File: src/sv/psw_pkg.sv
package psw_pkg;

  localparam int MAX_CORNERS_DEF = 16;
  localparam int FRAC_BITS_DEF   = 16;

  // Width used for saturating sums and differences of 32-bit coordinates.
  localparam int SAT_W = 66;
  localparam logic signed [SAT_W-1:0] SAT_HI = SAT_W'(32'sh7FFFFFFF);
  localparam logic signed [SAT_W-1:0] SAT_LO = SAT_W'(32'sh80000000);

  localparam logic signed [31:0] X_MAX = 32'sh7FFFFFFF;
  localparam logic signed [31:0] X_MIN = 32'sh80000000;

  typedef enum logic [1:0] {
    PH_IDLE,
    PH_ROW_START,
    PH_IN_ROW,
    PH_DONE
  } phase_t;

  typedef enum logic [4:0] {
    DP_NOP,
    DP_LOAD,
    DP_BUILD_INIT,
    DP_RD_I,
    DP_RD_J,
    DP_CAP_J,
    DP_EDGE_FIX,
    DP_DIV_SLOPE,
    DP_SLOPE_CAP,
    DP_MUL,
    DP_EDGE_WR,
    DP_ROW_INIT,
    DP_SET_DONE,
    DP_CLAMP,
    DP_L_RD,
    DP_L_INC,
    DP_R_RD,
    DP_R_INC,
    DP_CUT_RD_A,
    DP_CUT_RD_B,
    DP_CUT_FIX,
    DP_DIV_CUT,
    DP_CUT_CAP,
    DP_ROW_SET,
    DP_ROW_ADV,
    DP_EMIT_PT,
    DP_EMIT_DONE
  } dp_op_t;

  typedef enum logic [4:0] {
    S_IDLE,
    S_B_RD_I,
    S_B_RD_J,
    S_B_CAP_J,
    S_B_DEC,
    S_B_WAIT,
    S_B_MUL,
    S_B_WR,
    S_ROW_INIT,
    S_DISPATCH,
    S_L_RD,
    S_L_CHK,
    S_R_RD,
    S_R_CHK,
    S_C_DEC,
    S_C_WAIT,
    S_C_RD_B,
    S_ROW_SET,
    S_EMIT_PT,
    S_EMIT_DONE
  } state_t;

  typedef struct packed {
    logic               vertical;
    logic signed [31:0] slope;
    logic signed [31:0] intercept;
  } edge_t;

  typedef struct packed {
    phase_t phase;
    logic   row_ge_top;
    logic   edge_fixed;
    logic   ei_last;
    logic   div_done;
    logic   div_busy;
    logic   l_more;
    logic   r_more;
    logic   cut_fixed;
    logic   cut_b;
    logic   in_row_go;
    logic   out_free;
  } dp_status_t;

  function automatic logic signed [31:0] sat32(input logic signed [SAT_W-1:0] v);
    logic signed [31:0] r;
    if (v > SAT_HI) begin
      r = X_MAX;
    end else if (v < SAT_LO) begin
      r = X_MIN;
    end else begin
      r = 32'(v);
    end
    return r;
  endfunction

endpackage

File: src/sv/psw_ctrl.sv
module psw_ctrl (
  input  logic                clk,
  input  logic                rst,
  input  logic                in_valid,
  input  logic                op,
  output logic                in_stall,
  input  psw_pkg::dp_status_t status,
  output psw_pkg::dp_op_t     cmd
);
  import psw_pkg::*;

  state_t state, state_next;

  always_ff @(posedge clk) begin
    if (rst) begin
      state <= S_IDLE;
    end else begin
      state <= state_next;
    end
  end

  always_comb begin
    state_next = state;
    unique case (state)
      S_IDLE: begin
        if (in_valid && op) begin
          state_next = (status.phase == PH_IDLE) ? S_B_RD_I : S_DISPATCH;
        end
      end
      S_B_RD_I:  state_next = S_B_RD_J;
      S_B_RD_J:  state_next = S_B_CAP_J;
      S_B_CAP_J: state_next = S_B_DEC;
      S_B_DEC: begin
        if (status.edge_fixed) begin
          state_next = status.ei_last ? S_ROW_INIT : S_B_RD_I;
        end else begin
          state_next = S_B_WAIT;
        end
      end
      S_B_WAIT: begin
        if (status.div_done) begin
          state_next = S_B_MUL;
        end
      end
      S_B_MUL:    state_next = S_B_WR;
      S_B_WR:     state_next = status.ei_last ? S_ROW_INIT : S_B_RD_I;
      S_ROW_INIT: state_next = S_DISPATCH;
      S_DISPATCH: begin
        unique case (status.phase)
          PH_ROW_START: state_next = status.row_ge_top ? S_EMIT_DONE : S_L_RD;
          PH_IN_ROW:    state_next = status.in_row_go ? S_EMIT_PT : S_DISPATCH;
          PH_IDLE, PH_DONE: state_next = S_EMIT_DONE;
        endcase
      end
      S_L_RD:  state_next = S_L_CHK;
      S_L_CHK: state_next = status.l_more ? S_L_RD : S_R_RD;
      S_R_RD:  state_next = S_R_CHK;
      S_R_CHK: state_next = status.r_more ? S_R_RD : S_C_DEC;
      S_C_DEC: begin
        if (status.cut_fixed) begin
          state_next = status.cut_b ? S_ROW_SET : S_C_RD_B;
        end else begin
          state_next = S_C_WAIT;
        end
      end
      S_C_WAIT: begin
        if (status.div_done) begin
          state_next = status.cut_b ? S_ROW_SET : S_C_RD_B;
        end
      end
      S_C_RD_B:  state_next = S_C_DEC;
      S_ROW_SET: state_next = S_DISPATCH;
      S_EMIT_PT, S_EMIT_DONE: begin
        if (status.out_free) begin
          state_next = S_IDLE;
        end
      end
      default: state_next = S_IDLE;
    endcase
  end

  always_comb begin
    cmd      = DP_NOP;
    in_stall = (state != S_IDLE);
    unique case (state)
      S_IDLE: begin
        if (in_valid) begin
          if (!op) begin
            cmd = DP_LOAD;
          end else if (status.phase == PH_IDLE) begin
            cmd = DP_BUILD_INIT;
          end
        end
      end
      S_B_RD_I:  cmd = DP_RD_I;
      S_B_RD_J:  cmd = DP_RD_J;
      S_B_CAP_J: cmd = DP_CAP_J;
      S_B_DEC:   cmd = status.edge_fixed ? DP_EDGE_FIX : DP_DIV_SLOPE;
      S_B_WAIT: begin
        if (status.div_done) begin
          cmd = DP_SLOPE_CAP;
        end
      end
      S_B_MUL:    cmd = DP_MUL;
      S_B_WR:     cmd = DP_EDGE_WR;
      S_ROW_INIT: cmd = DP_ROW_INIT;
      S_DISPATCH: begin
        unique case (status.phase)
          PH_ROW_START: cmd = status.row_ge_top ? DP_SET_DONE : DP_CLAMP;
          PH_IN_ROW:    cmd = status.in_row_go ? DP_NOP : DP_ROW_ADV;
          PH_IDLE, PH_DONE: cmd = DP_NOP;
        endcase
      end
      S_L_RD:  cmd = DP_L_RD;
      S_L_CHK: cmd = status.l_more ? DP_L_INC : DP_NOP;
      S_R_RD:  cmd = DP_R_RD;
      S_R_CHK: cmd = status.r_more ? DP_R_INC : DP_CUT_RD_A;
      S_C_DEC: cmd = status.cut_fixed ? DP_CUT_FIX : DP_DIV_CUT;
      S_C_WAIT: begin
        if (status.div_done) begin
          cmd = DP_CUT_CAP;
        end
      end
      S_C_RD_B:  cmd = DP_CUT_RD_B;
      S_ROW_SET: cmd = DP_ROW_SET;
      S_EMIT_PT: begin
        if (status.out_free) begin
          cmd = DP_EMIT_PT;
        end
      end
      S_EMIT_DONE: begin
        if (status.out_free) begin
          cmd = DP_EMIT_DONE;
        end
      end
      default: cmd = DP_NOP;
    endcase
  end

endmodule
File: config.mk
export PLATFORM = sky130hd
export DESIGN_NAME = psw_ctrl
export DESIGN_NICKNAME = d
export VERILOG_FILES = /design/src/sv/psw_pkg.sv /design/src/sv/psw_ctrl.sv
export SDC_FILE = /design/constraint.sdc
export NUM_CORES = 1
export LEC_CHECK = 0
export ABC_CLOCK_PERIOD_IN_PS = 3800
export BUFFER_PORTS_ARGS = -buffer_cell sky130_fd_sc_hd__buf_2
export CAP_MARGIN = 20
export CELL_PAD_IN_SITES_DETAIL_PLACEMENT = 1
export CELL_PAD_IN_SITES_GLOBAL_PLACEMENT = 2
export CORE_MARGIN = 2
export CORE_UTILIZATION = 31
export DETAILED_ROUTE_END_ITERATION = 8
export GPL_TIMING_DRIVEN = 0
export PLACE_DENSITY_LB_ADDON = 0.08
export SYNTH_ARGS = -nofsm -noshare
export SYNTH_HDL_FRONTEND = slang
export SYNTH_SLANG_ARGS = --single-unit
File: constraint.sdc
create_clock -name clk -period 3.8 [get_ports clk]
set_input_delay 0.76 -clock clk [delete_from_list [all_inputs] [get_ports clk]]
set_output_delay 0.76 -clock clk [all_outputs]
set_load 0.02 [all_outputs]
Word-level counts from Yosys, hierarchy flattened --
Cells that the tools add are included.
Word-level totals: bits in registers 5, latch bits 0, RAM bits 0, bits in read-only memories 0, input port bits 17, output and inout port bits 6, logic and storage cells 65, memories kept 0
Cells by class: add/sub/neg operators 0, multiply operators 0, divide/modulo/power cells 0, order comparisons 0, equal/unequal tests 26, shift operators 0, multiplexer cells 30, bitwise gates (word level) 0, reduce and logical (&&, ||, !) cells 8
Operator list (count):
- case mux 5 bit (20 select lines) | 1
- case mux 5 bit (18 select lines) | 1
- 2-to-1 mux 5 bit | 11
- == test 5 x 4 -> 1 bit, second input constant | 8
- case mux 5 bit (3 select lines) | 2
- == test 5 x 3 -> 1 bit, second input constant | 4
- == test 5 bit, second input constant | 4
- 2-to-1 mux 4 bit | 5
- == test 5 x 2 -> 1 bit, second input constant | 2
- 2-to-1 mux 2 bit | 5
- != test 2 bit, second input constant | 4
- OR reduction 2 bit | 3
- == test 5 x 1 -> 1 bit, second input constant | 1
- logical NOT 5 bit | 1
- nonzero test 5 bit | 1
- == test 2 bit, second input constant | 2
- 2-to-1 mux 1 bit | 4
- AND reduction 4 bit | 1
- 2-to-1 mux 3 bit | 1
- == test 2 x 1 -> 1 bit, second input constant | 1
- logical NOT 2 bit | 1
- logical AND 1 bit | 1

Longest topological paths before layout --
Gate-level depths: netlist (run 1).
depth in word-level cells 5, depth in mapped cells 7, gate-level depth less buffers 7

Worst setup path before layout (run 1) --
No wires, ideal clock.
kind input to output, start point input status[11] (netlist bit), end point output cmd[3], arrival 1.912 ns, required time 3.040 ns, path slack 1.128 ns, stages 7, path buffers 0, path through inv_1 -> ha_1 -> nand2b_1 -> a311oi_1 -> a31oi_1 -> o21a_1 -> o22ai_1
On the way: cells in the longest elaborated chain, start to end 4, elaborated cells on any way between the ends 7, classes of those cells eq/ne (3); mux (2); reduce/logical (2)
RTL lines:
- start: declaration | RTL line psw_ctrl.sv:7 | input psw_pkg::dp_status_t status,
- == test 2 bit or logical NOT 2 bit (tied branches) | RTL line psw_ctrl.sv:108 | unique case (status.phase)
- OR reduction 2 bit | RTL line psw_ctrl.sv:108
- case mux 5 bit (3 select lines) * | RTL line psw_ctrl.sv:108
- case mux 5 bit (20 select lines) * | RTL line psw_ctrl.sv:85 | unique case (state)
- end: declaration | RTL line psw_ctrl.sv:8 | output psw_pkg::dp_op_t cmd
Mark *: on every way between the ends. The rest lies on a longest branch, timed or not.

Final worst setup path (run 1) --
Same ends and word-level chain as after synthesis.

==> out/metrics.yaml, run 1 <==
cp_cell_sequence: "buf_2, inv_1, ha_1, nand2b_1, a311oi_1, a31oi_1, o21a_1, o22ai_1, buf_2"
synth_warnings: 0
worstPathMaxFanout: 4
dp_hpwl_mm: 3.17
drv_slew: 0
syn_area_um2: 1030
syn-mean-instance-area_um2: 6.90
die_area_um2: 3820
vias_per_cell: 5.56
first_iter_violations: 56
top_register: "state"
worstSetupEndpointType: "output pin"
synth_edf_count: 0
io_buffers: 21
hold_path_class: "primary input to register"
synth_cells: 150
postCtsResizedCells: 0
holdBufCountCts: 0
comb_power_share: 0.806
min_period_ns: 2.90
postRouteAntennaNets: 0
antenna_cells: 0
place.gp.congestion: 0.912
fin_crit_sh: 0.764
synthesis.nets: 170
clkLatencyLatePin_ns: 0.24
fin_ws_ns: 0.897
drive_above_1_share: 0.251
totalWireLength_mm: 3.89
max_slew_margin: 0.668
crit_top_cell: "buf_2"
grt_usage: 0.224
postCtsSetupBuffers: 0
top_regs: "state: 5 flops"
start_util: 0.333
rsz0062_at_grt: "false"
fin_setup_tns_ns: 0
synth_area_leader_cell: "dfxtp_1"
grt_pass1_vias: 1238
pre_cts_ws_ns: 0.911
ir_drop_mv: 0.199
wl_per_cell_um: 17.7
cts_buffers: 3
synth-main-ff-cell: "dfxtp_1"
clockRootBuffer: "clkbuf_4"
cts_tree: "done"
power.density_nw_per_um2: 617
max_freq_mhz: 344
route.detailed.drc: 0
hold_viol: 0
p_total_mw: 0.753
netlist-cell-type-count: 45
first_pass_iters: 5
p_leak_nw: 0.513
die_h_um: 61.8
num_vias: 1217
swShare: 0.537
placeableCoreArea_um2: 3100
grt_max_degree: 11
power_frac_seq: 0.112
fp-row-count: 20
synth_top_area_share: 0.0967
setup_viol: 0
status: "completed"
critPathLaunchType: "primary input"
overflow: 0
critical_path_class: "primary input to output pin"
design_area_um2: 1220
p_clk_frac: 0.082
final_nets: 196
placed_cell_area_um2: 1190
slowest_stage: "a311oi_1"
cts-htree-levels: 1
die_w_um: 61.8
p_sw_mw: 0.404
io_pins: 23
synth.area.top_cells: "dfxtp_1 9.7%, a21oi_1 7.3%, nand2_1 5.4%"
synth_commonest_cells: "15 x a21oi_1, 15 x nand2_1, 12 x nor2_1, 9 x nand2b_1"
tightest_slew_ns: 0.494
ys_async_sr_fraction: 0
p_int_mw: 0.349
max_stage_delay_ns: 0.32
clk_pin_slew_ns: 0.05
largest_reg_flops: 5
grt_pass1_wl_mm: 6.22
worst_ep_required_time_ns: 3.04
syn_to_final_growth_pct: 18.0
ys_seq_elements: 5
fin_skew_ns: 0.00586
crit_arrival_ns: 2.14
antenna_found_initial: 0
cts_sinks: 5
hold_ws_ns: 0.735
synth_seq_area_share: 0.0967
maxCapViolCount: 0
clockBufferDepth: 2
-- power groups by stage --
stage / clock [mW] / sequential [mW] / combinational (mW)
after CTS: 0.0650 / 0.0840 / 0.609
final: 0.0619 / 0.0846 / 0.607
after floorplan: 0 / 0.0770 / 0.448
after detailed placement: 0 / 0.0842 / 0.607
after global placement: 0 / 0.0884 / 0.596
after global routing: 0.0673 / 0.0876 / 0.665
-- worst paths after layout --
check,from,endpoint,slack [ns],depth (start not counted)
min reg2reg,state[0],state[0],0.87,3
min,rst,state[0],0.74,2
max,status[11],cmd[3],0.90,9
max reg2reg,state[0],state[1],1.97,5
-- cell usage in the layout (no fill, tap or decap), types with 3 or more instances in the layout --
master,instances
dfxtp_1,5
buf_6,3
o221ai_1,3
nor2b_1,5
a311oi_1,3
nor2_1,12
o22ai_1,4
and3b_1,4
nand3_1,3
o21ai_0,8
ha_1,3
nand3b_1,3
nand2b_1,9
buf_4,6
a21oi_1,15
clkbuf_4,3
inv_1,8
buf_2,24
nand2_1,15
o31ai_1,3
-- per-stage QoR --
| step | std cells | utilization |
|---|---|---|
| global placement | 215 | 0.385 |
| floorplan | 150 | - |
| detailed placement | 215 | 0.385 |
| CTS | 219 | 0.394 |
| finish | 219 | 0.394 |
| global route | 219 | 0.394 |
-- worst max-delay path, delay by kind of cell --
kind	cells	cell delay, ns
AO/OA/AOI/OAI	4	0.66
adder cells (fa/ha/maj)	1	0.23
buffers and inverters	3	0.33
AND/OR/NAND/NOR	1	0.16
-- per-layer routing --
layer	share of wire	up-vias	GRT usage
met5	0	-	0
met4	0.0067	0	0.0456
met3	0.043	2	0.00828
met2	0.49	24	0.394
met1	0.46	588	0.305
li1	-	603	-
-- kinds of logic (layout without fill, tap and decap cells) --
kind of cell,count (synthesis),after routing,share of synthesized area
buffers and inverters,20,45,0.120
AO/OA/AOI/OAI,55,55,0.366
AND/OR/NAND/NOR,66,66,0.372
flip-flops,5,5,0.0967
adder cells (fa/ha/maj),3,3,0.0363
XOR/XNOR,1,1,0.00847
-- layout make-up --
type                            count  area [µm²]
Fill cell                         430        1880
Multi-Input combinational cell    125         811
Timing Repair Buffer               21         105
Sequential cell                     5         100
Buffer                             12        93.8
Tap cell                           44        55.1
Inverter                            8        30.0
Clock buffer                        4        26.3
Power figures use the tool's default switching activity.
==> run 2, diff against run 1 <==
--- a/config.mk
+++ b/config.mk
@@ -5,13 +5,13 @@
 export SDC_FILE = /design/constraint.sdc
 export NUM_CORES = 1
 export LEC_CHECK = 0
-export ABC_CLOCK_PERIOD_IN_PS = 3800
+export ABC_CLOCK_PERIOD_IN_PS = 2800
 export BUFFER_PORTS_ARGS = -buffer_cell sky130_fd_sc_hd__buf_2
 export CAP_MARGIN = 20
 export CELL_PAD_IN_SITES_DETAIL_PLACEMENT = 1
 export CELL_PAD_IN_SITES_GLOBAL_PLACEMENT = 2
 export CORE_MARGIN = 2
-export CORE_UTILIZATION = 31
+export CORE_UTILIZATION = 29
 export DETAILED_ROUTE_END_ITERATION = 8
 export GPL_TIMING_DRIVEN = 0
 export PLACE_DENSITY_LB_ADDON = 0.08
==> constraint.sdc (replaced) <==
create_clock -name clk -period 2.8 [get_ports clk]
set_input_delay 0.56 -clock clk [delete_from_list [all_inputs] [get_ports clk]]
set_output_delay 0.56 -clock clk [all_outputs]
set_load 0.02 [all_outputs]
==> run 2 against run 1 <==
  * Clock power increased by 33%
  * Critical path type unchanged
  * Core utilization is 3.3 points lower
  * First-iteration DRC count is 21% higher
  * Worst hold slack worse by 0.20 ns
  * Sequential share of layout area about the same
  * Register-to-register slack got worse by 0.85 ns
  * Via count rose by 0.41%
  * Design area grew 0.20%
  * Global-route usage decreased by 1.8 points
  * Die area rose by 6.4%
  * Critical path depth is the same
  * Total power up 36%
==> out/metrics.yaml, run 2 (same netlist as run 1, synthesis figures left out) <==
p_leak_nw: 0.513  # unchanged
fp-row-count: 21  # was 20
clockRootBuffer: "clkbuf_4"  # unchanged
worstSetupEndpointType: "output pin"  # unchanged
grt_pass1_vias: 1278  # was 1238
grt_pass1_wl_mm: 6.58  # was 6.22 mm
drv_slew: 0  # unchanged
grt_usage: 0.206  # was 0.224
max_slew_margin: 0.721  # was 0.668
hold_path_class: "primary input to register"  # unchanged
top_register: "state"  # unchanged
antenna_found_initial: 0  # unchanged
fin_skew_ns: 0.00193  # was 0.00586 ns
cts_sinks: 5  # unchanged
layout_common_cells: "24 x buf_2, 15 x a21oi_1, 15 x nand2_1"  # unchanged
place.gp.congestion: 0.810  # was 0.912
finish.utilization: 0.361  # was 0.394
clockBufferDepth: 2  # unchanged
final_common_cell: "buf_2"  # unchanged
max_freq_mhz: 396
io_buffers: 21  # unchanged
first_pass_iters: 4  # was 5
power.density_nw_per_um2: 837  # was 617 nW/µm²
critPathLaunchType: "primary input"  # unchanged
maxCapViolCount: 0  # unchanged
num_vias: 1222  # was 1217
final_nets: 196  # unchanged
rr_worst_depth: 5  # unchanged
pre_cts_ws_ns: 0.287  # was 0.911 ns
min_period_ns: 2.52
die_h_um: 63.7  # was 61.8 µm
ir_drop_mv: 0.250  # was 0.199 mV
overflow: 0  # unchanged
syn_to_final_growth_pct: 18.3  # was 18.0%
die_w_um: 63.7  # was 61.8 µm
worstPathMaxFanout: 4  # unchanged
start_util: 0.305  # was 0.333
first_iter_violations: 68  # was 56
vias_per_cell: 5.53  # was 5.56
clk_pin_slew_ns: 0.04  # was 0.05 ns
tightest_slew_ns: 0.416  # was 0.494 ns
dp_hpwl_mm: 3.14  # was 3.17 mm
critical_path_class: "primary input to output pin"  # unchanged
min_delay_path_depth: 2  # unchanged
drive_above_1_share: 0.251  # unchanged
io_pins: 23  # unchanged
cts_tree: "done"  # unchanged
p_total_mw: 1.02  # was 0.753 mW
hold_ws_ns: 0.540  # was 0.735 ns
fin_crit_sh: 0.902
postCtsSetupBuffers: 0  # unchanged
rsz0062_at_grt: "false"  # unchanged
grt_max_degree: 11  # unchanged
wl_per_cell_um: 17.9  # was 17.7 µm
die_area_um2: 4060  # was 3820 µm²
cts_buffers: 3  # unchanged
largest_reg_flops: 5  # unchanged
clkLatencyLatePin_ns: 0.24  # about the same
placeableCoreArea_um2: 3390  # was 3100 µm²
worst_ep_required_time_ns: 2.24  # was 3.04 ns
fin_setup_tns_ns: 0  # unchanged
postCtsResizedCells: 0  # unchanged
postRouteAntennaNets: 0  # unchanged
hold_viol: 0  # unchanged
route.detailed.drc: 0  # unchanged
fin_ws_ns: 0.276  # was 0.897 ns
holdBufCountCts: 0  # unchanged
antenna_cells: 0  # unchanged
top_regs: "state: 5 flops"  # unchanged
setup_viol: 0  # unchanged
crit_arrival_ns: 1.96  # was 2.14 ns
status: "completed"  # unchanged
totalWireLength_mm: 3.95  # was 3.89 mm
cts-htree-levels: 1  # unchanged
[run 2: cell counts in the layout (fill, tap and decap cells not counted)]
Identical to the previous run, type by type.
[run 2: per-stage QoR]
step	instances	instance area, µm²
after floorplan	150	1030
after global routing	221	1220
final	221	1220
after global placement	217	1200
after detailed placement	217	1200
after CTS	221	1220
[run 2: cell type report]
| class | count | area, µm² |
|---|---|---|
| fillers | 463 | 2170 |
| multi-input cells | 125 | 811 |
| repair buffers | 21 | 105 |
| flip-flops and latches | 5 | 100 |
| plain buffers | 12 | 93.8 |
| well taps | 46 | 57.6 |
| inverters | 8 | 30.0 |
| clock buffers | 4 | 26.3 |
[run 2: critical path: stages]
cell      delay [ns]
buf_2           0.09
inv_1           0.05
ha_1            0.24
nand2b_1        0.17
a311oi_1        0.34
a31oi_1         0.09
o21a_1          0.12
o22ai_1         0.12
buf_2           0.18
[run 2: final timing paths]
path	from	slack (ns)	end
worst min register to register	state[0]	0.88	state[0]
worst max register to register	state[0]	1.12	state[1]
worst min-delay path	rst	0.54	state[1]
worst max-delay path	status[11]	0.28	cmd[3]
[run 2: per-layer routing]
metal  GRT usage  up-vias  wire [µm]  part of all wire
li1            -      602          -                 -
met1       0.288      590       2020              0.51
met2       0.326       24       1780              0.45
met3      0.0211        6         86             0.022
met4      0.0734        0         62             0.016
met5           0        -          0                 0
[run 2: report_power, final]
group	switching, mW	leakage [nW]	total [mW]	internal, mW
Clock	0.0285	0.0150	0.0823	0.0538
Combinational	0.500	0.457	0.829	0.329
Sequential	0.0223	0.0408	0.114	0.0912
Total	0.551	0.513	1.02	0.474
==> run 3, diff against run 2 <==
--- a/config.mk
+++ b/config.mk
@@ -15,6 +15,7 @@
 export DETAILED_ROUTE_END_ITERATION = 8
 export GPL_TIMING_DRIVEN = 0
 export PLACE_DENSITY_LB_ADDON = 0.08
+export REMOVE_ABC_BUFFERS = 1
 export SYNTH_ARGS = -nofsm -noshare
 export SYNTH_HDL_FRONTEND = slang
 export SYNTH_SLANG_ARGS = --single-unit
==> run 3 against run 2 <==
  * Die area unchanged
  * Sequential share of layout area increased by 1.2 points
  * Maximum frequency is 2.3% lower
  * Global-route usage is 1.3 points lower
  * Sequential power is 100% higher
  * Critical endpoint is now cmd[1]
  * Total power is 6.7% lower
  * Register-to-register slack got worse by 0.13 ns
==> out/metrics.yaml, run 3 (same netlist as run 1, synthesis figures left out) <==
status: "completed"  # unchanged
grt_usage: 0.193  # was 0.206
clkLatencyLatePin_ns: 0.25  # was 0.24 ns
final_nets: 184  # was 196
worstPathMaxFanout: 27  # was 4
cts_sinks: 5  # unchanged
die_h_um: 63.7  # unchanged
io_buffers: 21  # unchanged
p_leak_nw: 0.449  # was 0.513 nW
path_buf_inv: 1  # was 3
power.density_nw_per_um2: 842  # was 837 nW/µm²
num_vias: 1159  # was 1222
first_iter_violations: 48  # was 68
hold_path_class: "primary input to register"  # unchanged
clockBufferDepth: 2  # unchanged
holdBufCountCts: 0  # unchanged
final_common_cell: "buf_2"  # unchanged
ir_drop_mv: 0.210  # was 0.250 mV
postCtsSetupBuffers: 0  # unchanged
hold_viol: 0  # unchanged
cts_tree: "done"  # unchanged
worstSetupEndpointType: "output pin"  # unchanged
die_w_um: 63.7  # unchanged
start_util: 0.305  # unchanged
r2r_slack_ns: 0.99  # was 1.12 ns
hold_ws_ns: 0.531  # was 0.540 ns
io_pins: 23  # unchanged
fin_crit_sh: 0.923  # was 0.902
rr_worst_depth: 5  # unchanged
max_slew_margin: 0.650  # was 0.721
grt_pass1_vias: 1220  # was 1278
cts_buffers: 3  # unchanged
fillers: 434  # was 463
wl_per_cell_um: 17.3  # was 17.9 µm
place.gp.congestion: 0.826  # was 0.810
drv_slew: 0  # unchanged
multi_input_area_um2: 811  # unchanged
hp-start: "rst"  # unchanged
clk_pin_slew_ns: 0.05  # was 0.04 ns
register_area_um2: 106  # was 100 µm²
postRouteAntennaNets: 0  # unchanged
rsz0062_at_grt: "false"  # unchanged
largest_reg_flops: 5  # unchanged
max_freq_mhz: 387  # was 396 MHz
antenna_found_initial: 0  # unchanged
maxCapViolCount: 0  # unchanged
top_register: "state"  # unchanged
min_delay_path_depth: 2  # unchanged
worst-path-stages: 6  # was 9
syn_to_final_growth_pct: 9.79  # was 18.3%
first_pass_iters: 4  # unchanged
layout_common_cells: "21 x buf_2, 15 x a21oi_1, 15 x nand2_1"  # was 24 x buf_2, 15 x a21oi_1, 15 x nand2_1
grt_pass1_wl_mm: 6.09  # was 6.58 mm
crit_family: "flip-flops"  # was compound AO/OA/AOI/OAI gates
holdPathEnd: "state[3]"  # was state[1]
tightest_slew_ns: 0.525  # was 0.416 ns
fp-row-count: 21  # unchanged
max_stage_delay_ns: 0.65  # was 0.34 ns
critical_path_class: "register to output pin"  # was primary input to output pin
drive_above_1_share: 0.227  # was 0.251
cp_cell_sequence: "nor2_1, and3_4, nand4_1, o2111ai_1, a211o_1, buf_2"  # was buf_2, inv_1, ha_1, nand2b_1, a311oi_1, a31oi_1, o21a_1, o22ai_1, buf_2
cts-htree-levels: 1  # unchanged
top_regs: "state: 5 flops"  # unchanged
dp_hpwl_mm: 2.66  # was 3.14 mm
vias_per_cell: 5.55  # was 5.53
setup_viol: 0  # unchanged
crit_arrival_ns: 2.02  # was 1.96 ns
clockRootBuffer: "clkbuf_4"  # unchanged
fin_setup_tns_ns: 0  # unchanged
fin_skew_ns: 0.00589  # was 0.00193 ns
totalWireLength_mm: 3.62  # was 3.95 mm
route.detailed.drc: 0  # unchanged
die_area_um2: 4060  # unchanged
antenna_cells: 0  # unchanged
critPathLaunchType: "register"  # was primary input
slowest_stage: "dfxtp_2"  # was a311oi_1
postCtsResizedCells: 5  # was 0
grt_max_degree: 28  # was 11
placeableCoreArea_um2: 3390  # unchanged
r2r_start: "state[2]"  # was state[0]
min_period_ns: 2.58  # was 2.52 ns
overflow: 0  # unchanged
worst_r2r_endpoint: "state[1]"  # unchanged
worst_ep_required_time_ns: 2.24  # about the same
[run 3: cell count changes in the layout (fill, tap and decap cells not counted), sizes merged]
cell,change
buf,-12
[run 3: cell type report]
cell class / count / area share
Clock buffer: 4 / 0.0231
Inverter: 8 / 0.0264
Multi-Input combinational cell: 125 / 0.714
Sequential cell: 5 / 0.0936
Tap cell: 46 / 0.0507
Timing Repair Buffer: 21 / 0.0925
[run 3: worst max-delay path by stage]
stage                from      to  slack [ns]
2_1_floorplan  status[11]  cmd[3]        0.50
3_3_place_gp     state[2]  cmd[0]        0.11
3_5_place_dp     state[2]  cmd[0]        0.10
4_1_cts          state[4]  cmd[0]        0.20
5_1_grt          state[0]  cmd[0]        0.01
6_report         state[2]  cmd[1]        0.22
[run 3: power by group]
| group | internal [mW] | switching (mW) | leakage (nW) | total, mW |
|---|---|---|---|---|
| Combinational | 0.279 | 0.360 | 0.391 | 0.638 |
| Clock | 0.0542 | 0.0350 | 0.0150 | 0.0892 |
| Sequential | 0.0956 | 0.133 | 0.0429 | 0.228 |
| Total | 0.428 | 0.528 | 0.449 | 0.956 |
[run 3: metrics by stage]
stage | total power, mW | setup slack, ns | instance area (µm²) | utilization | cells
global placement | 0.859 | 0.112 | 1100 | 0.326 | 205
detailed placement | 0.862 | 0.100 | 1100 | 0.326 | 205
global route | 1.05 | 0.0103 | 1140 | 0.335 | 209
finish | 0.956 | 0.216 | 1140 | 0.335 | 209
CTS | 0.959 | 0.202 | 1140 | 0.335 | 209
floorplan | 0.654 | 0.496 | 941 | - | 138
[run 3: layer usage]
metal | global-route usage | share of wire | vias up
li1 | - | - | 585
met1 | 0.267 | 0.48 | 546
met2 | 0.317 | 0.48 | 22
met3 | 0.0158 | 0.024 | 6
met4 | 0.0598 | 0.014 | 0
met5 | 0 | 0 | -
